--- config.mk ---
export PLATFORM = sky130hd
export DESIGN_NAME = genomic_site_block_merger_core_flat
export DESIGN_NICKNAME = d
export VERILOG_FILES = /design/src/gsbm_pkg.sv /design/src/gsbm_site_if.sv /design/src/gsbm_result_if.sv /design/src/genomic_site_block_merger_core.sv /design/src/flat_wrapper.sv
export VERILOG_INCLUDE_DIRS = /design/src /design/src/src
export SDC_FILE = /design/constraint.sdc
export NUM_CORES = 2
export LEC_CHECK = 0
export BUFFER_PORTS_ARGS = -buffer_cell sky130_fd_sc_hd__buf_2
export CORE_ASPECT_RATIO = 1.4
export CORE_MARGIN = 2
export CORE_UTILIZATION = 51
export DETAILED_ROUTE_END_ITERATION = 10
export PLACE_DENSITY = 0.65
export SETUP_SLACK_MARGIN = 0.02
export SLEW_MARGIN = 30
export SYNTH_ARGS = -nofsm -noshare
export SYNTH_HDL_FRONTEND = slang
export SYNTH_SLANG_ARGS = --single-unit
--- constraint.sdc ---
create_clock -name clk -period 16.6 [get_ports clk]
set_input_delay 1.66 -clock clk [delete_from_list [all_inputs] [get_ports clk]]
set_output_delay 1.66 -clock clk [all_outputs]
set_load 0.005 [all_outputs]
--- src/genomic_site_block_merger_core_macros.svh ---
// Assertion helpers for the site block merger.
`ifndef GENOMIC_SITE_BLOCK_MERGER_CORE_MACROS_SVH
`define GENOMIC_SITE_BLOCK_MERGER_CORE_MACROS_SVH

`ifndef NO_ASSERTIONS
`define GSBM_ASSERT_IMPL(label, clk, rst_n, ante, cons) \
    label: assert property (@(posedge clk) disable iff (!rst_n) (ante) |-> (cons)) \
        else $error("gsbm: same-cycle check failed");
`define GSBM_ASSERT_NEXT(label, clk, rst_n, ante, cons) \
    label: assert property (@(posedge clk) disable iff (!rst_n) (ante) |=> (cons)) \
        else $error("gsbm: next-cycle check failed");
`else
`define GSBM_ASSERT_IMPL(label, clk, rst_n, ante, cons)
`define GSBM_ASSERT_NEXT(label, clk, rst_n, ante, cons)
`endif

`endif

--- src/gsbm_pkg.sv ---
`default_nettype none

package gsbm_pkg;

    localparam int POS_W    = 32;
    localparam int FILT_W   = 16;
    localparam int GT_W     = 8;
    localparam int FIELD_W  = 16;
    localparam int COUNT_W  = 32;
    localparam int FRAC_W   = 16;
    localparam int ABS_W    = 8;
    localparam int CFG_IDX_W  = 2;
    localparam int CFG_DATA_W = 16;

    typedef enum logic [CFG_IDX_W-1:0] {
        CFG_FRAC_SCALE = 2'd0,
        CFG_ABS_TOL    = 2'd1
    } cfg_index_t;

    localparam logic [FRAC_W-1:0] FRAC_SCALE_RESET = 16'd19661;
    localparam logic [ABS_W-1:0]  ABS_TOL_RESET    = 8'd3;

endpackage

`default_nettype wire

--- src/gsbm_site_if.sv ---
`default_nettype none

interface gsbm_site_if;
    import gsbm_pkg::*;

    logic                valid;
    logic                ready;
    logic [POS_W-1:0]    position;
    logic [FILT_W-1:0]   filter_mask;
    logic [GT_W-1:0]     genotype_code;
    logic                any_coverage;
    logic                used_coverage;
    logic                has_quality;
    logic [FIELD_W-1:0]  quality;
    logic [FIELD_W-1:0]  used_depth;
    logic [FIELD_W-1:0]  unused_depth;

    modport source (
        output valid, position, filter_mask, genotype_code, any_coverage,
               used_coverage, has_quality, quality, used_depth, unused_depth,
        input  ready
    );

    modport sink (
        input  valid, position, filter_mask, genotype_code, any_coverage,
               used_coverage, has_quality, quality, used_depth, unused_depth,
        output ready
    );
endinterface

`default_nettype wire

--- src/gsbm_result_if.sv ---
`default_nettype none

interface gsbm_result_if;
    import gsbm_pkg::*;

    logic                valid;
    logic                ready;
    logic                starts_new_block;
    logic [POS_W-1:0]    closed_start;
    logic [COUNT_W-1:0]  closed_length;
    logic [FIELD_W-1:0]  closed_min_quality;
    logic [FIELD_W-1:0]  closed_min_used_depth;
    logic [FIELD_W-1:0]  closed_min_unused_depth;
    logic [COUNT_W-1:0]  current_length;

    modport source (
        output valid, starts_new_block, closed_start, closed_length, closed_min_quality,
               closed_min_used_depth, closed_min_unused_depth, current_length,
        input  ready
    );

    modport sink (
        input  valid, starts_new_block, closed_start, closed_length, closed_min_quality,
               closed_min_used_depth, closed_min_unused_depth, current_length,
        output ready
    );
endinterface

`default_nettype wire

--- src/genomic_site_block_merger_core.sv ---
// Channel  | Dir | Handshake     | Word
// site     | in  | valid/ready   | one genomic site
// result   | out | valid/ready   | block decision for that site
// cfg      | in  | cfg_we only   | tolerance register write
//
// One site per cycle while the result is not stalled; an accepted site sits in the
// input register and moves to the result register when it fires (decision + block
// state update). The block state loop (contiguity, min/max, tolerance multiply)
// is combinational, so back-to-back sites see each other's updates.
// Reset (rst_n low, async) empties both registers and restores block state.
// A stalled result holds the input register; the site side stalls only then.
`default_nettype none

`include "genomic_site_block_merger_core_macros.svh"

module genomic_site_block_merger_core #(
    parameter int VALUE_BITS = 16
) (
    input  wire                               clk,
    input  wire                               rst_n,
    gsbm_site_if.sink                         site,
    gsbm_result_if.source                     result,
    input  wire                               cfg_we,
    input  wire [gsbm_pkg::CFG_IDX_W-1:0]     cfg_index,
    input  wire [gsbm_pkg::CFG_DATA_W-1:0]    cfg_data
);
    import gsbm_pkg::*;

    localparam int VB = VALUE_BITS;
    localparam int CW = (VALUE_BITS > FIELD_W) ? VALUE_BITS : FIELD_W;
    localparam logic [VB-1:0]      VMAX      = {VB{1'b1}};
    localparam logic [COUNT_W-1:0] COUNT_MAX = {COUNT_W{1'b1}};

    typedef logic [VB-1:0] val_t;

    function automatic val_t clampv(input logic [FIELD_W-1:0] v);
        logic [CW-1:0] ve;
        logic [CW-1:0] vm;
        ve = CW'(v);
        vm = CW'(VMAX);
        return (ve > vm) ? VMAX : VB'(ve);
    endfunction

    function automatic logic tol_ok(input val_t mn, input val_t mx, input val_t v,
                                    input logic [FRAC_W-1:0] frac,
                                    input logic [ABS_W-1:0] abs_tol);
        val_t                  m;
        val_t                  x;
        logic [VB+1:0]         lim_abs;
        logic [VB+FRAC_W-1:0]  prod;
        val_t                  f;
        logic [VB+1:0]         lim_frac;
        m = (v < mn) ? v : mn;
        x = (v > mx) ? v : mx;
        lim_abs  = ((VB+2)'(m) + (VB+2)'(abs_tol)) << 1;
        prod     = (VB+FRAC_W)'(m) * (VB+FRAC_W)'(frac);
        f        = prod[VB+FRAC_W-1:FRAC_W];
        lim_frac = ((VB+2)'(m) + (VB+2)'(f)) << 1;
        if (lim_abs >= (VB+2)'(x))
            return 1'b1;
        else if (f <= VB'(abs_tol))
            return 1'b0;
        else
            return lim_frac >= (VB+2)'(x);
    endfunction

    // config
    logic [FRAC_W-1:0] frac_scale_reg;
    logic [ABS_W-1:0]  abs_tol_reg;

    always_ff @(posedge clk or negedge rst_n)
    begin
        if (!rst_n)
        begin
            frac_scale_reg <= FRAC_SCALE_RESET;
            abs_tol_reg    <= ABS_TOL_RESET;
        end
        else if (cfg_we)
        begin
            unique case (cfg_index_t'(cfg_index))
                CFG_FRAC_SCALE: frac_scale_reg <= FRAC_W'(cfg_data);
                CFG_ABS_TOL:    abs_tol_reg    <= ABS_W'(cfg_data);
                default: ;
            endcase
        end
    end

    // input register
    logic                s1_vld_reg;
    logic [POS_W-1:0]    s1_pos_reg;
    logic [FILT_W-1:0]   s1_filt_reg;
    logic [GT_W-1:0]     s1_gt_reg;
    logic [1:0]          s1_cov_reg;
    logic                s1_hq_reg;
    val_t                s1_q_reg;
    val_t                s1_du_reg;
    val_t                s1_df_reg;

    logic fire;
    logic take;

    assign fire       = s1_vld_reg && (!result.valid || result.ready);
    assign site.ready = !s1_vld_reg || fire;
    assign take       = site.valid && site.ready;

    always_ff @(posedge clk or negedge rst_n)
    begin
        if (!rst_n)
            s1_vld_reg <= 1'b0;
        else if (take)
            s1_vld_reg <= 1'b1;
        else if (fire)
            s1_vld_reg <= 1'b0;
    end

    always_ff @(posedge clk)
    begin
        if (take)
        begin
            s1_pos_reg  <= site.position;
            s1_filt_reg <= site.filter_mask;
            s1_gt_reg   <= site.genotype_code;
            s1_cov_reg  <= {site.used_coverage, site.any_coverage};
            s1_hq_reg   <= site.has_quality;
            s1_q_reg    <= clampv(site.quality);
            s1_du_reg   <= clampv(site.used_depth);
            s1_df_reg   <= clampv(site.unused_depth);
        end
    end

    // block state
    logic [COUNT_W-1:0] count_reg,    count_next;
    logic [POS_W-1:0]   start_reg,    start_next;
    logic [FILT_W-1:0]  filt_reg,     filt_next;
    logic [GT_W-1:0]    gt_reg,       gt_next;
    logic [1:0]         cov_reg,      cov_next;
    logic               hq_reg,       hq_next;
    val_t               qmin_reg,     qmin_next;
    val_t               qmax_reg,     qmax_next;
    val_t               umin_reg,     umin_next;
    val_t               umax_reg,     umax_next;
    val_t               fmin_reg,     fmin_next;
    val_t               fmax_reg,     fmax_next;

    logic               extend;
    logic               match;
    logic [COUNT_W-1:0] base_count;
    val_t               qmin_b, qmax_b, umin_b, umax_b, fmin_b, fmax_b;

    always_comb
    begin
        match = (start_reg + count_reg == s1_pos_reg)
             && (filt_reg == s1_filt_reg)
             && (gt_reg == s1_gt_reg)
             && (cov_reg == s1_cov_reg)
             && (hq_reg == s1_hq_reg)
             && (!s1_hq_reg || tol_ok(qmin_reg, qmax_reg, s1_q_reg,
                                      frac_scale_reg, abs_tol_reg))
             && tol_ok(umin_reg, umax_reg, s1_du_reg, frac_scale_reg, abs_tol_reg)
             && tol_ok(fmin_reg, fmax_reg, s1_df_reg, frac_scale_reg, abs_tol_reg);
        extend = (count_reg == '0) || match;

        count_next = count_reg;
        start_next = start_reg;
        filt_next  = filt_reg;
        gt_next    = gt_reg;
        cov_next   = cov_reg;
        hq_next    = hq_reg;
        qmin_next  = qmin_reg;
        qmax_next  = qmax_reg;
        umin_next  = umin_reg;
        umax_next  = umax_reg;
        fmin_next  = fmin_reg;
        fmax_next  = fmax_reg;

        // a site that cannot extend, or the first site, reopens the block
        base_count = extend ? count_reg : '0;
        if (base_count == '0)
        begin
            qmin_b = VMAX;
            qmax_b = '0;
            umin_b = VMAX;
            umax_b = '0;
            fmin_b = VMAX;
            fmax_b = '0;
        end
        else
        begin
            qmin_b = qmin_reg;
            qmax_b = qmax_reg;
            umin_b = umin_reg;
            umax_b = umax_reg;
            fmin_b = fmin_reg;
            fmax_b = fmax_reg;
        end

        if (fire)
        begin
            if (base_count == '0)
            begin
                start_next = s1_pos_reg;
                filt_next  = s1_filt_reg;
                gt_next    = s1_gt_reg;
                cov_next   = s1_cov_reg;
                hq_next    = s1_hq_reg;
            end
            qmin_next = (s1_hq_reg && s1_q_reg < qmin_b) ? s1_q_reg : qmin_b;
            qmax_next = (s1_hq_reg && s1_q_reg > qmax_b) ? s1_q_reg : qmax_b;
            umin_next = (s1_du_reg < umin_b) ? s1_du_reg : umin_b;
            umax_next = (s1_du_reg > umax_b) ? s1_du_reg : umax_b;
            fmin_next = (s1_df_reg < fmin_b) ? s1_df_reg : fmin_b;
            fmax_next = (s1_df_reg > fmax_b) ? s1_df_reg : fmax_b;
            count_next = (base_count == COUNT_MAX) ? base_count : base_count + 1'b1;
        end
    end

    always_ff @(posedge clk or negedge rst_n)
    begin
        if (!rst_n)
        begin
            count_reg <= '0;
            start_reg <= '0;
            filt_reg  <= '0;
            gt_reg    <= '0;
            cov_reg   <= '0;
            hq_reg    <= 1'b0;
            qmin_reg  <= VMAX;
            qmax_reg  <= '0;
            umin_reg  <= VMAX;
            umax_reg  <= '0;
            fmin_reg  <= VMAX;
            fmax_reg  <= '0;
        end
        else
        begin
            count_reg <= count_next;
            start_reg <= start_next;
            filt_reg  <= filt_next;
            gt_reg    <= gt_next;
            cov_reg   <= cov_next;
            hq_reg    <= hq_next;
            qmin_reg  <= qmin_next;
            qmax_reg  <= qmax_next;
            umin_reg  <= umin_next;
            umax_reg  <= umax_next;
            fmin_reg  <= fmin_next;
            fmax_reg  <= fmax_next;
        end
    end

    // result register
    logic                out_vld_reg, out_vld_next;
    logic                out_new_reg;
    logic [POS_W-1:0]    out_start_reg;
    logic [COUNT_W-1:0]  out_len_reg;
    logic [FIELD_W-1:0]  out_qmin_reg;
    logic [FIELD_W-1:0]  out_umin_reg;
    logic [FIELD_W-1:0]  out_fmin_reg;
    logic [COUNT_W-1:0]  out_cur_reg;

    always_comb
    begin
        if (fire)
            out_vld_next = 1'b1;
        else if (result.ready)
            out_vld_next = 1'b0;
        else
            out_vld_next = out_vld_reg;
    end

    always_ff @(posedge clk or negedge rst_n)
    begin
        if (!rst_n)
            out_vld_reg <= 1'b0;
        else
            out_vld_reg <= out_vld_next;
    end

    always_ff @(posedge clk)
    begin
        if (fire)
        begin
            out_new_reg   <= !extend;
            out_start_reg <= extend ? '0 : start_reg;
            out_len_reg   <= extend ? '0 : count_reg;
            out_qmin_reg  <= (extend || !hq_reg) ? '0 : FIELD_W'(qmin_reg);
            out_umin_reg  <= extend ? '0 : FIELD_W'(umin_reg);
            out_fmin_reg  <= extend ? '0 : FIELD_W'(fmin_reg);
            out_cur_reg   <= count_next;
        end
    end

    assign result.valid                   = out_vld_reg;
    assign result.starts_new_block        = out_new_reg;
    assign result.closed_start            = out_start_reg;
    assign result.closed_length           = out_len_reg;
    assign result.closed_min_quality      = out_qmin_reg;
    assign result.closed_min_used_depth   = out_umin_reg;
    assign result.closed_min_unused_depth = out_fmin_reg;
    assign result.current_length          = out_cur_reg;

    `GSBM_ASSERT_NEXT(a_fire_loads_result, clk, rst_n, fire, out_vld_reg)
    `GSBM_ASSERT_IMPL(a_closed_nonempty, clk, rst_n, out_vld_reg && out_new_reg, out_len_reg != '0)
    `GSBM_ASSERT_IMPL(a_open_nonempty, clk, rst_n, out_vld_reg, out_cur_reg != '0)
    `GSBM_ASSERT_IMPL(a_empty_in_ready, clk, rst_n, !s1_vld_reg, site.ready)

endmodule

`default_nettype wire
--- src/flat_wrapper.sv ---
// flat-port wrapper written by rule: the top's interface ports become plain ports
module genomic_site_block_merger_core_flat import gsbm_pkg::*;
#(
    parameter int VALUE_BITS = 16
)
  (clk, rst_n, cfg_we, cfg_index, cfg_data, site_valid, site_position, site_filter_mask, site_genotype_code, site_any_coverage, site_used_coverage, site_has_quality, site_quality, site_used_depth, site_unused_depth, site_ready, result_valid, result_starts_new_block, result_closed_start, result_closed_length, result_closed_min_quality, result_closed_min_used_depth, result_closed_min_unused_depth, result_current_length, result_ready);
  gsbm_site_if site_i ();
  gsbm_result_if result_i ();
  input  wire clk;
  input  wire rst_n;
  input  wire cfg_we;
  input  wire [gsbm_pkg::CFG_IDX_W-1:0] cfg_index;
  input  wire [gsbm_pkg::CFG_DATA_W-1:0] cfg_data;
  input wire logic [$bits(site_i.valid)-1:0] site_valid;
  input wire logic [$bits(site_i.position)-1:0] site_position;
  input wire logic [$bits(site_i.filter_mask)-1:0] site_filter_mask;
  input wire logic [$bits(site_i.genotype_code)-1:0] site_genotype_code;
  input wire logic [$bits(site_i.any_coverage)-1:0] site_any_coverage;
  input wire logic [$bits(site_i.used_coverage)-1:0] site_used_coverage;
  input wire logic [$bits(site_i.has_quality)-1:0] site_has_quality;
  input wire logic [$bits(site_i.quality)-1:0] site_quality;
  input wire logic [$bits(site_i.used_depth)-1:0] site_used_depth;
  input wire logic [$bits(site_i.unused_depth)-1:0] site_unused_depth;
  output wire logic [$bits(site_i.ready)-1:0] site_ready;
  output wire logic [$bits(result_i.valid)-1:0] result_valid;
  output wire logic [$bits(result_i.starts_new_block)-1:0] result_starts_new_block;
  output wire logic [$bits(result_i.closed_start)-1:0] result_closed_start;
  output wire logic [$bits(result_i.closed_length)-1:0] result_closed_length;
  output wire logic [$bits(result_i.closed_min_quality)-1:0] result_closed_min_quality;
  output wire logic [$bits(result_i.closed_min_used_depth)-1:0] result_closed_min_used_depth;
  output wire logic [$bits(result_i.closed_min_unused_depth)-1:0] result_closed_min_unused_depth;
  output wire logic [$bits(result_i.current_length)-1:0] result_current_length;
  input wire logic [$bits(result_i.ready)-1:0] result_ready;
  assign site_i.valid = site_valid;
  assign site_i.position = site_position;
  assign site_i.filter_mask = site_filter_mask;
  assign site_i.genotype_code = site_genotype_code;
  assign site_i.any_coverage = site_any_coverage;
  assign site_i.used_coverage = site_used_coverage;
  assign site_i.has_quality = site_has_quality;
  assign site_i.quality = site_quality;
  assign site_i.used_depth = site_used_depth;
  assign site_i.unused_depth = site_unused_depth;
  assign site_ready = site_i.ready;
  assign result_valid = result_i.valid;
  assign result_starts_new_block = result_i.starts_new_block;
  assign result_closed_start = result_i.closed_start;
  assign result_closed_length = result_i.closed_length;
  assign result_closed_min_quality = result_i.closed_min_quality;
  assign result_closed_min_used_depth = result_i.closed_min_used_depth;
  assign result_closed_min_unused_depth = result_i.closed_min_unused_depth;
  assign result_current_length = result_i.current_length;
  assign result_i.ready = result_ready;
  genomic_site_block_merger_core #(.VALUE_BITS(VALUE_BITS)) u_core (.clk(clk), .rst_n(rst_n), .site(site_i), .result(result_i), .cfg_we(cfg_we), .cfg_index(cfg_index), .cfg_data(cfg_data));
endmodule
-- Word-level counts from Yosys, hierarchy flattened
Cells that the tools add are included.
- register bits after elaboration: 465
- latch bits: 0
- RAM bits: 0
- ROM bits: 0
- output and inout port bits: 147
- memories kept: 0
- add/subtract/negate cells: 8
- multiply operators: 3
- div/mod/pow operators: 0
- magnitude comparators: 24
- equality and inequality tests: 7
- shift operators: 0
- multiplexer cells: 31
- bitwise logic cells: 0
- reduce and logical (&&, ||, !) cells: 29
- operators with widths (cell ; number):
    $mux 16 ; 18
    $ge 18x16->1 ; 6
    $gt 16x16->1 ; 6
    $lt 16x16->1 ; 6
    $mul 16x16->32 ; 3
    $mux 32 ; 3
    $logic_not 32->1 ; 2
    $add 16x16->17 ; 3
    $add 16x8->17 ; 3
    $gt 16x16->1 const B ; 3
    $le 16x8->1 ; 3
    $add 32x1->32 const B ; 1
    $add 32x32->32 ; 1
    $eq 32x32->1 ; 1
    $eq 32x32->1 const B ; 1
    $eq 16x16->1 ; 1
    $logic_and 1x1->1 ; 11
    $mux 1 ; 10
    $eq 8x8->1 ; 1
    $reduce_and 2->1 ; 3
    $logic_not 1->1 ; 5
    $logic_or 1x1->1 ; 5
    $reduce_bool 2->1 ; 2
    $eq 2x1->1 const B ; 1
    3 further kinds ; 3

-- Longest topological paths before layout
- depth after elaboration: 18
- gate-level depth with buffers: 71
- mapped depth without buffers: 67

-- Worst setup path before layout
OpenSTA, ideal clock, no wires.
- path type: flip-flop to flip-flop
- start: register u_core.qmin_reg[9]
- end: register u_core.qmax_reg[10]
- library setup time: 0.121 ns
- data arrival time: 14.570 ns
- path slack: 1.909 ns
- stages on the path, launching flop included: 67
- buffers on the path: 6
- clock period less this slack: 14.691 ns
- cells stage by stage: dfstp_2 > clkbuf_1 > inv_1 > ha_1 > and3_1 > nand2_1 > or2_2 > o21ai_1 > clkbuf_1 > mux2_2 > clkbuf_1 > nand2_1 > fa_1 > fa_1 > fa_1 > inv_1 > fa_1 > fa_1 > [... 31 more ...] > o41ai_4 > clkbuf_1 > nand2_1 > ha_1 > nor2b_1 > o21a_1 > o21a_1 > o21a_1 > o21a_1 > o21a_1 > o21a_1 > o21a_1 > o311ai_0 > a21oi_1 > and2_1 > buf_1 > clkbuf_1 > a22o_1
- longest elaborated chain between the ends: 18
- elaborated cells between the ends (all ways): 21
- those cells by class: add/sub (2); mul (1); order compare (5); mux (6); reduce/logical (7)
- ends and longest elaborated chain (element ; line ; source):
    start: declaration ; genomic_site_block_merger_core.sv:138 ; val_t qmin_reg, qmin_next;
    start signal: assignment ; genomic_site_block_merger_core.sv:242 ; qmin_reg <= qmin_next;
    $lt 16x16->1 ; genomic_site_block_merger_core.sv:53 ; m = (v < mn) ? v : mn;
    $mux 16 * ; genomic_site_block_merger_core.sv:53 ;
    $mul 16x16->32 ; genomic_site_block_merger_core.sv:56 ; prod = (VB+FRAC_W)'(m) * (VB+FRAC_W)'(frac);
    $add 16x16->17 ; genomic_site_block_merger_core.sv:58 ; lim_frac = ((VB+2)'(m) + (VB+2)'(f)) << 1;
    $ge 18x16->1 ; genomic_site_block_merger_core.sv:64 ; return lim_frac >= (VB+2)'(x);
    $mux 1 ; genomic_site_block_merger_core.sv:61 ; else if (f <= VB'(abs_tol))
    $mux 1 * ; genomic_site_block_merger_core.sv:59 ; if (lim_abs >= (VB+2)'(x))
    $logic_or 1x1->1 * ; genomic_site_block_merger_core.sv:157 ; && (!s1_hq_reg || tol_ok(qmin_reg, qmax_reg, s1_q_reg,
    [... 2 more ...] ; - ;
    $logic_and 1x1->1 * ; genomic_site_block_merger_core.sv:160 ; && tol_ok(fmin_reg, fmax_reg, s1_df_reg, frac_scale_reg, abs_tol_reg);
    $logic_or 1x1->1 * ; genomic_site_block_merger_core.sv:161 ; extend = (count_reg == '0) || match;
    $mux 32 * ; genomic_site_block_merger_core.sv:177 ; base_count = extend ? count_reg : '0;
    $logic_not 32->1 * ; genomic_site_block_merger_core.sv:178 ; if (base_count == '0)
    $mux 16 * ; genomic_site_block_merger_core.sv:178 ;
    $gt 16x16->1 ; genomic_site_block_merger_core.sv:208 ; qmax_next = (s1_hq_reg && s1_q_reg > qmax_b) ? s1_q_reg : qmax_b;
    $logic_and 1x1->1 ; genomic_site_block_merger_core.sv:208 ;
    $mux 16 * ; genomic_site_block_merger_core.sv:208 ;
    end signal: assignment ; genomic_site_block_merger_core.sv:243 ; qmax_reg <= qmax_next;
    end: declaration ; genomic_site_block_merger_core.sv:139 ; val_t qmax_reg, qmax_next;
Mark *: on every way between the ends. The rest lies on a longest branch, timed or not.
A chain may end at the register's enable or synchronous reset.

-- Worst setup path after layout
- start: register u_core.qmin_reg[11]
- end: register u_core.umax_reg[9]
- longest elaborated chain between the ends: 17
- elaborated cells between the ends (all ways): 20
- those cells by class: add/sub (2); mul (1); order compare (5); mux (6); reduce/logical (6)
- ends and longest elaborated chain (element ; line ; source):
    $lt 16x16->1 ; genomic_site_block_merger_core.sv:53 ;
    $mux 16 * ; genomic_site_block_merger_core.sv:53 ;
    $mul 16x16->32 ; genomic_site_block_merger_core.sv:56 ;
    $add 16x16->17 ; genomic_site_block_merger_core.sv:58 ;
    $ge 18x16->1 ; genomic_site_block_merger_core.sv:64 ;
    $mux 1 ; genomic_site_block_merger_core.sv:61 ;
    $mux 1 * ; genomic_site_block_merger_core.sv:59 ;
    $logic_or 1x1->1 * ; genomic_site_block_merger_core.sv:157 ;
    $logic_and 1x1->1 * ; genomic_site_block_merger_core.sv:157 ;
    $logic_and 1x1->1 * ; genomic_site_block_merger_core.sv:159 ; && tol_ok(umin_reg, umax_reg, s1_du_reg, frac_scale_reg, abs_tol_reg)
    $logic_and 1x1->1 * ; genomic_site_block_merger_core.sv:160 ;
    $logic_or 1x1->1 * ; genomic_site_block_merger_core.sv:161 ;
    $mux 32 * ; genomic_site_block_merger_core.sv:177 ;
    $logic_not 32->1 * ; genomic_site_block_merger_core.sv:178 ;
    $mux 16 * ; genomic_site_block_merger_core.sv:178 ;
    $gt 16x16->1 ; genomic_site_block_merger_core.sv:210 ; umax_next = (s1_du_reg > umax_b) ? s1_du_reg : umax_b;
    $mux 16 * ; genomic_site_block_merger_core.sv:210 ;
    end signal: assignment ; genomic_site_block_merger_core.sv:245 ; umax_reg <= umax_next;
    end: declaration ; genomic_site_block_merger_core.sv:141 ; val_t umax_reg, umax_next;
Marked as above.

==> flow_summary.json <==
{
  "status": "complete, no violations",
  "crit_end": "u_core.umax_reg[9]",
  "syn2layout_area_growth_pct": 8.93,
  "drtPass1Iterations": 5,
  "grt_pass1_vias": 48400,
  "yosysTopAreaCellShare_pct": 20.4,
  "synth_mux_area_share_pct": 2.53,
  "critPathLaunch": "u_core.qmin_reg[11]",
  "cts-htree-levels": 2,
  "path_class": "flip-flop to flip-flop",
  "syn_nets": 7605,
  "routabilityCongestion": 0.971,
  "reg2reg_to": "u_core.umax_reg[9]",
  "synth_edf_count": 252,
  "critPathLaunchType": "flip-flop",
  "cts.sinks": 465,
  "clock_latency_ps": 650,
  "coreArea_um2": 112000,
  "synth-simple-area-share_pct": 16.4,
  "die_w_um": 288,
  "synthAdderAreaFrac_pct": 35.8,
  "max_slew.worst_pin.slew_ps": 976,
  "synth_area_leaders": "fa_1 (20%), ha_1 (15%), edfxtp_1 (13%)",
  "final_nets": 7809,
  "fmax_ghz": 0.0639,
  "crit_top_cell": "o21a_1",
  "synth-compound-area-share_pct": 12.6,
  "drt_iter0_drc": 2735,
  "wirelength_um": 176000,
  "grt_overflow": 0,
  "fp-row-count": 145,
  "cts-root-buf": "clkbuf_16",
  "die_h_um": 401,
  "synth_xor_area_share_pct": 2.77,
  "hold_viol": 0,
  "setup_tns_ps": 0,
  "post-route-min-period_ps": 15650,
  "die_area_um2": 116000,
  "synth.most_common_cell": "inv_1",
  "drv_cap": 0,
  "synth_warnings": 0,
  "port_buffers": 276,
  "synth_common_cells": "inv_1 (861), nand2_1 (731), ha_1 (708)",
  "drcViolationCount": 0,
  "cts_hold_buf": 0,
  "setup_viol": 0,
  "async_reset_ff_share_pct": 45.8,
  "critPathArrivalTime_ps": 16140,
  "endpoint_kind": "flip-flop",
  "vias": 46500,
  "worst_r2r_startpoint": "u_core.qmin_reg[11]",
  "synthCells": 6181,
  "yosysSeqAreaShare_pct": 22.6,
  "syn_avg_cell_area_um2": 9.30,
  "slowest_stage": "dfstp_2",
  "slew_headroom_pct": 34.4,
  "r2r_cells": 64,
  "numCtsBuffers": 50,
  "utilization_pct": 56.1,
  "critPathMaxFanout": 18,
  "drive_gt1_share_pct": 11.0,
  "regToRegSetupSlack_ps": 950,
  "synth_cell_types": 96,
  "ys_ff_latch": 465,
  "ys.flop_type": "edfxtp_1",
  "skew_ps": 49.2,
  "slew_viol_final": 0,
  "rsz0062_at_grt": "false",
  "grt_pass1_wl_um": 275000,
  "grt_use_total_pct": 30.7,
  "ant_nets": 0,
  "min_path_type": "flip-flop to flip-flop",
  "wl_per_cell_um": 22.3,
  "cts_tree": "yes",
  "crit_required_ps": 17090,
  "io_pins": 277,
  "initial_utilization_pct": 51.5,
  "timing.final.crit_share_pct": 94.3,
  "clk_path_buf_depth": 3,
  "post-synth-top-area-cell": "fa_1",
  "synth_top_family_by_area": "adder cells",
  "grt_max_degree": 118,
  "netlist_area_um2": 57500,
  "antenna_found_initial": 23,
  "place_hpwl_um": 138000,
  "viasPerCell": 5.88,
  "critPathMaxStageDelay_ps": 590,
  "clk_pin_slew_worst_paths_ps": 60
}
worst max-delay path, delay by kind of cell (launching register included):
family                     cells  cell delay, ps
adders and majority gates     12            4740
muxes                          1             530
DFF                            1             590
and+or+nand+nor               16            3100
AOI/OAI and AO/OA             23            4670
buffers and inverters         10            1310
xor gates and xnor gates       2             510
cell families (layout without fill, tap and decap cells):
family / after synthesis / after routing
AOI/OAI and AO/OA: 1086 / 1086
muxes: 131 / 131
DFF: 465 / 465
adders and majority gates: 1294 / 1294
xor gates and xnor gates: 182 / 182
and+or+nand+nor: 1918 / 1918
other: 0 / 7
buffers and inverters: 1105 / 1351
cell type report:
class / instances / area, µm²
inverters: 863 / 3250
flip-flops and latches: 465 / 13000
well taps: 1470 / 1840
repair buffers: 394 / 2330
diodes: 7 / 17.5
clock buffers: 66 / 1380
clock inverters: 28 / 370
multi-input cells: 4611 / 40500
fillers: 10200 / 49100
routing by layer:
metal	global-route usage [%]	routed length (µm)	vias to the layer above
li1	-	-	21300
met4	15.2	10100	26
met3	4.97	11600	488
met2	52.5	85400	1594
met5	0	177	-
met1	37.4	68600	23100
cell usage in the layout (no fill, tap or decap), drive strengths merged, types with 38 or more instances in the layout:
| cell | netlist | final |
|---|---|---|
| a211oi | 40 | 40 |
| a21o | 119 | 119 |
| a21oi | 299 | 299 |
| a22o | 52 | 52 |
| and2 | 388 | 388 |
| and3 | 40 | 40 |
| buf | 37 | 394 |
| clkbuf | 205 | 66 |
| dfrtp | 155 | 155 |
| dfstp | 58 | 58 |
| edfxtp | 252 | 252 |
| fa | 586 | 586 |
| ha | 708 | 708 |
| inv | 862 | 869 |
| mux2 | 117 | 117 |
| nand2 | 733 | 733 |
| nand3 | 80 | 80 |
| nand4 | 108 | 108 |
| nor2 | 260 | 260 |
| nor2b | 49 | 49 |
| nor3 | 86 | 86 |
| nor4 | 38 | 38 |
| o21a | 72 | 72 |
| o21ai | 202 | 202 |
| o22a | 51 | 51 |
| xnor2 | 122 | 122 |
| xor2 | 60 | 60 |
how the worst min path moves through the flow:
stage	from	to	slack, ps	cells past startpoint
4_1_cts	u_core.s1_filt_reg[1]	u_core.filt_reg[1]	510	1
5_1_grt	u_core.filt_reg[8]	u_core.filt_reg[8]	530	1
2_1_floorplan	u_core.s1_vld_reg	u_core.result.valid	460	1
3_5_place_dp	u_core.s1_filt_reg[1]	u_core.filt_reg[1]	500	1
6_report	u_core.filt_reg[7]	u_core.filt_reg[7]	510	1
3_3_place_gp	u_core.s1_filt_reg[4]	u_core.filt_reg[4]	490	1
through the flow:
stage / hold WS, ps / instance area (µm²) / cells / setup WS, ps
floorplan: 457 / 57500 / 6181 / 1910
global placement: 491 / 60800 / 7801 / 1050
detailed placement: 501 / 60800 / 7801 / 758
CTS: 512 / 62500 / 7895 / 715
global route: 526 / 62600 / 7898 / 24.4
finish: 511 / 62600 / 7904 / 952
what timing repair did:
action / 4_1_cts / 5_1_grt
resized for setup: 0 / 10
setup buffers: 0 / 1
endpoints found under the setup margin: 0 / 96
Power is not shown: default switching activity piles up to over one toggle a cycle in this logic, so the estimate is an artifact.
